File: config.mk
export PLATFORM = sky130hd
export DESIGN_NAME = ebs_ctrl
export DESIGN_NICKNAME = d
export VERILOG_FILES = /design/src/euler_body_step_with_walls_assert.svh /design/src/ebs_pkg.sv /design/src/ebs_ctrl.sv
export SDC_FILE = /design/constraint.sdc
export NUM_CORES = 1
export LEC_CHECK = 0
export BUFFER_PORTS_ARGS = -buffer_cell sky130_fd_sc_hd__buf_2
export CAP_MARGIN = 20
export CORE_AREA = 2 2 39 41
export DETAILED_ROUTE_END_ITERATION = 10
export DIE_AREA = 0 0 41 43
export PLACE_DENSITY = 0.6
export SYNTH_ARGS = -nofsm -noshare
export SYNTH_HDL_FRONTEND = slang
export SYNTH_SLANG_ARGS = --single-unit
File: constraint.sdc
create_clock -name clk -period 2.1 [get_ports clk]
set_input_delay 0.105 -clock clk [delete_from_list [all_inputs] [get_ports clk]]
set_output_delay 0.105 -clock clk [all_outputs]
set_load 0.05 [all_outputs]
File: src/euler_body_step_with_walls_assert.svh
// Assertion macros for the Euler body step block
`ifndef EULER_BODY_STEP_WITH_WALLS_ASSERT_SVH
`define EULER_BODY_STEP_WITH_WALLS_ASSERT_SVH
`ifndef SYNTHESIS
`define EBS_ASSERT_IMPL(label, clk, rst, a, c) \
  label: assert property (@(posedge clk) disable iff (rst) (a) |-> (c)) else $error("%m");
`define EBS_ASSERT_NEXT(label, clk, rst, a, c) \
  label: assert property (@(posedge clk) disable iff (rst) (a) |=> (c)) else $error("%m");
`else
`define EBS_ASSERT_IMPL(label, clk, rst, a, c)
`define EBS_ASSERT_NEXT(label, clk, rst, a, c)
`endif
`endif

File: src/ebs_pkg.sv
// Types and constants shared by the Euler body step block
`timescale 1ns / 1ps
`default_nettype none
package ebs_pkg;
  localparam int unsigned CFG_IDX_W = 3;
  localparam logic [CFG_IDX_W-1:0] REG_MASS = 3'd0;
  localparam logic [CFG_IDX_W-1:0] REG_SIZE = 3'd1;
  localparam logic [CFG_IDX_W-1:0] REG_GRAV = 3'd2;
  localparam logic [CFG_IDX_W-1:0] REG_WIDTH = 3'd3;
  localparam logic [CFG_IDX_W-1:0] REG_HEIGHT = 3'd4;
  localparam logic [CFG_IDX_W-1:0] REG_FLOOR = 3'd5;
  localparam logic [CFG_IDX_W-1:0] REG_START_X = 3'd6;
  localparam logic [CFG_IDX_W-1:0] REG_START_Y = 3'd7;
  localparam logic CMD_STEP = 1'b0;
  localparam logic CMD_RESTART = 1'b1;

  typedef struct packed {
    logic               command;
    logic signed [31:0] force_x;
    logic signed [31:0] force_y;
    logic [16:0]        frame_time;
  } in_item_t;

  typedef struct packed {
    logic signed [31:0] pos_x;
    logic signed [31:0] pos_y;
    logic signed [31:0] vel_x;
    logic signed [31:0] vel_y;
  } out_item_t;

  typedef enum logic [3:0] {
    ST_IDLE, ST_LOAD, ST_DIV_X, ST_DIV_Y, ST_ACC, ST_TRIAL, ST_CHECK,
    ST_VEL, ST_POS, ST_COMMIT, ST_RESTART
  } state_t;

  typedef struct packed {
    logic load;
    logic div_start;
    logic div_sel_y;
    logic acc;
    logic trial;
    logic check;
    logic vel;
    logic pos;
    logic commit;
    logic restart;
  } cmd_t;

  typedef struct packed {
    logic div_done;
  } stat_t;

  function automatic logic signed [31:0] sat32(input logic signed [65:0] v);
    if (v > 66'sd2147483647) return 32'sh7fffffff;
    if (v < -66'sd2147483648) return 32'sh80000000;
    return v[31:0];
  endfunction
endpackage
`default_nettype wire

File: src/ebs_ctrl.sv
// Sequencer for one body step item
`timescale 1ns / 1ps
`default_nettype none
module ebs_ctrl (
  input  wire logic         clk,
  input  wire logic         rst,
  input  wire logic         start,
  input  wire logic         restart_cmd,
  input  wire logic         out_free,
  input  wire ebs_pkg::stat_t stat,
  output ebs_pkg::cmd_t     cmd,
  output logic              busy
);
  ebs_pkg::state_t state, state_next;

  always_ff @(posedge clk) begin
    if (rst) state <= ebs_pkg::ST_IDLE;
    else state <= state_next;
  end

  always_comb begin
    state_next = state;
    case (state)
      ebs_pkg::ST_IDLE: begin
        if (start) state_next = restart_cmd ? ebs_pkg::ST_RESTART : ebs_pkg::ST_LOAD;
      end
      ebs_pkg::ST_LOAD: state_next = ebs_pkg::ST_DIV_X;
      ebs_pkg::ST_DIV_X: if (stat.div_done) state_next = ebs_pkg::ST_DIV_Y;
      ebs_pkg::ST_DIV_Y: if (stat.div_done) state_next = ebs_pkg::ST_ACC;
      ebs_pkg::ST_ACC: state_next = ebs_pkg::ST_TRIAL;
      ebs_pkg::ST_TRIAL: state_next = ebs_pkg::ST_CHECK;
      ebs_pkg::ST_CHECK: state_next = ebs_pkg::ST_VEL;
      ebs_pkg::ST_VEL: state_next = ebs_pkg::ST_POS;
      ebs_pkg::ST_POS: state_next = ebs_pkg::ST_COMMIT;
      ebs_pkg::ST_COMMIT, ebs_pkg::ST_RESTART: begin
        if (out_free) state_next = ebs_pkg::ST_IDLE;
      end
      default: state_next = ebs_pkg::ST_IDLE;
    endcase
  end

  always_comb begin
    cmd = '0;
    busy = (state != ebs_pkg::ST_IDLE);
    case (state)
      ebs_pkg::ST_LOAD: cmd.div_start = 1'b1;
      ebs_pkg::ST_DIV_X: begin
        cmd.div_sel_y = stat.div_done;
        cmd.div_start = stat.div_done;
        cmd.load = stat.div_done;
      end
      ebs_pkg::ST_ACC: cmd.acc = 1'b1;
      ebs_pkg::ST_TRIAL: cmd.trial = 1'b1;
      ebs_pkg::ST_CHECK: cmd.check = 1'b1;
      ebs_pkg::ST_VEL: cmd.vel = 1'b1;
      ebs_pkg::ST_POS: cmd.pos = 1'b1;
      ebs_pkg::ST_COMMIT: cmd.commit = out_free;
      ebs_pkg::ST_RESTART: cmd.restart = out_free;
      default: ;
    endcase
  end
endmodule
`default_nettype wire

==> results.toml <==
[sta]
rsz0062_at_grt = "no"
slew_violations = 0
setup_violations = 0
period_minus_slack_ns = 1.70
holdWs_ns = 0.106
final.period_utilization = 0.810
hold_violations = 0
max_slew_margin = 0.510
fmax_mhz = 588
tightest_slew_ns = 0.734
finClkSkew_ns = 0.00258
setup_tns_ns = 0

[global_routing]
grt_max_degree = 17
grt_pass1_wl_um = 1630
track_usage = 0.135
grt_overflow = 0
grt_pass1_vias = 413
grt_antenna_before_repair = 0

[layout]
utilization = 0.402
final_area_sq_um = 557
mostFrequentLayoutCells = "16 x buf_2, 6 x nor2_1, 5 x nor3_1"
mostFrequentLayoutCell = "buf_2"
drive_gt1_frac = 0.507
fin_nets = 77
layout-area-overhead-vs-synth_pct = 15.3
largest_reg_flops = 4
regMostFlops = "state"
num_antenna_cells = 0
reg_top3 = "state x4"

[worst_setup_path]
required_ns = 2.00
cp_max_fo = 16
reg2regPathDepth = 4
worstSetupEndpoint = "cmd[8]"
r2r_start = "state[0]$_SDFFE_PP0P_"
critical_path_class = "reg -> out"
crit_path_end_kind = "output port"
r2r-end = "state[1]$_SDFFE_PP0P_"
start_kind = "register"
startpoint = "state[0]$_SDFFE_PP0P_"
ff2ff_setup_slack_ns = 0.57
worstPathArrival_ns = 1.60

[detailed_routing]
drt_iter0_drc = 3
drcViolationCount = 0
num_vias = 451
wl_per_cell_um = 11.5
postRouteAntennaNets = 0
drt_pass1_iterations = 2
wl_um = 974
via_per_inst = 5.31

[clocking]
clkSinkCount = 4
postCtsSetupBuffers = 0
cts_made_buffers = 3
h-tree-depth = 1
clk_pin_slew_ns = 0.04
root_buffer = "clkbuf_4"
hold_buffers = 0
cts_resized = 0
clk_latency_ns = 0.23
cts_tree = "built"
cts_buffer_depth = 2

[yosys]
synth-seq-cells = 4
synth_area_leader_cell = "dfxtp_1"
yosysUniqueCellTypes = 30
syn-num-nets = 62
yosysTopAreaCellShare = 0.166
syn_area_per_cell_sq_um = 8.62
synthCells = 56
syn_area_sq_um = 483
yosys_warnings = 0
ys_top_cells_by_area = "dfxtp_1 17%, buf_6 12%, nor4b_1 7.3%"
yosysSeqAreaShare = 0.166

[floorplan]
die-area_sq_um = 1760
start_util = 0.349
num_io_pins = 17
die_y_um = 43
num_rows = 14
fp.coreArea_sq_um = 1380
die_w_um = 41

[power]
power_leakage_nw = 0.223
power_density_nw_per_um2 = 1460
vdd_drop_max_uv = 671

[place]
placedInstanceArea_sq_um = 534
place.gp.congestion = 0.738
dp_hpwl_um = 707
io_buffers = 16

[status]
status = "complete, no violations"

[flow_run]
cap_viol_max_count = 0

[worst_hold_path]
holdCritPathClass = "in -> reg"
worst min-delay path by stage:
stage          from                    end  slack (ns)  cells past startpoint
2_1_floorplan   rst  state[3]$_SDFFE_PP0P_        0.17                      1
3_3_place_gp    rst  state[3]$_SDFFE_PP0P_        0.36                      2
3_5_place_dp    rst  state[3]$_SDFFE_PP0P_        0.35                      2
4_1_cts         rst  state[3]$_SDFFE_PP0P_         0.1                      2
5_1_grt         rst  state[3]$_SDFFE_PP0P_        0.11                      2
6_report        rst  state[3]$_SDFFE_PP0P_        0.11                      2
cell families after synthesis:
logic type / synth area share
compound gates: 0.194
xor+xnor: 0.0181
buf+inv: 0.150
simple gates: 0.451
mux: 0.0207
flops: 0.166
layout make-up:
| cell class | count | area, sq um |
|---|---|---|
| repair buffers | 17 | 87.6 |
| multi-input cells | 44 | 343 |
| clock buffers | 3 | 22.5 |
| well taps | 16 | 20.0 |
| inverters | 1 | 3.75 |
| fillers | 155 | 827 |
| flip-flops and latches | 4 | 80.1 |
synth_stat cells (all sizes together):
master and number:
a211oi 1, nor2 7, a2111oi 1, and4 1, nand2 3, a31o 2
dfxtp 4, nor3b 1, nand2b 4, inv 1, xor2 1, a21oi 4
o21ai 3, buf 7, nand3 2, nor2b 2, nor4b 4, mux2i 1
nor4 1, nor3 6
stage by stage:
stage	setup slack (ns)	power (mW)	cells
after floorplan	0.0948	0.699	56
after global routing	0.266	0.870	85
after CTS	0.382	0.822	85
after global placement	0.606	0.719	82
after detailed placement	0.581	0.723	82
final	0.398	0.812	85
power breakdown:
part	switching (mW)	total, mW	internal [mW]
Combinational	0.319	0.503	0.184
Clock	0.0299	0.0937	0.0638
Sequential	0.113	0.215	0.102
Total	0.463	0.812	0.350
worst max-delay path, cell delays in order, from the launching register on:
cell	delay (ns)
dfxtp_1	0.78
mux2i_1	0.15
nor3_1	0.14
buf_2	0.29
per-layer routing:
metal | global-route usage | wire, um | vias to the layer above
li1 | - | - | 229
met1 | 0.164 | 460 | 215
met2 | 0.197 | 488 | 5
met3 | 0.0314 | 14 | 2
met4 | 0.0933 | 11 | 0
met5 | 0 | 0 | -
Power figures use the tool's default switching activity.
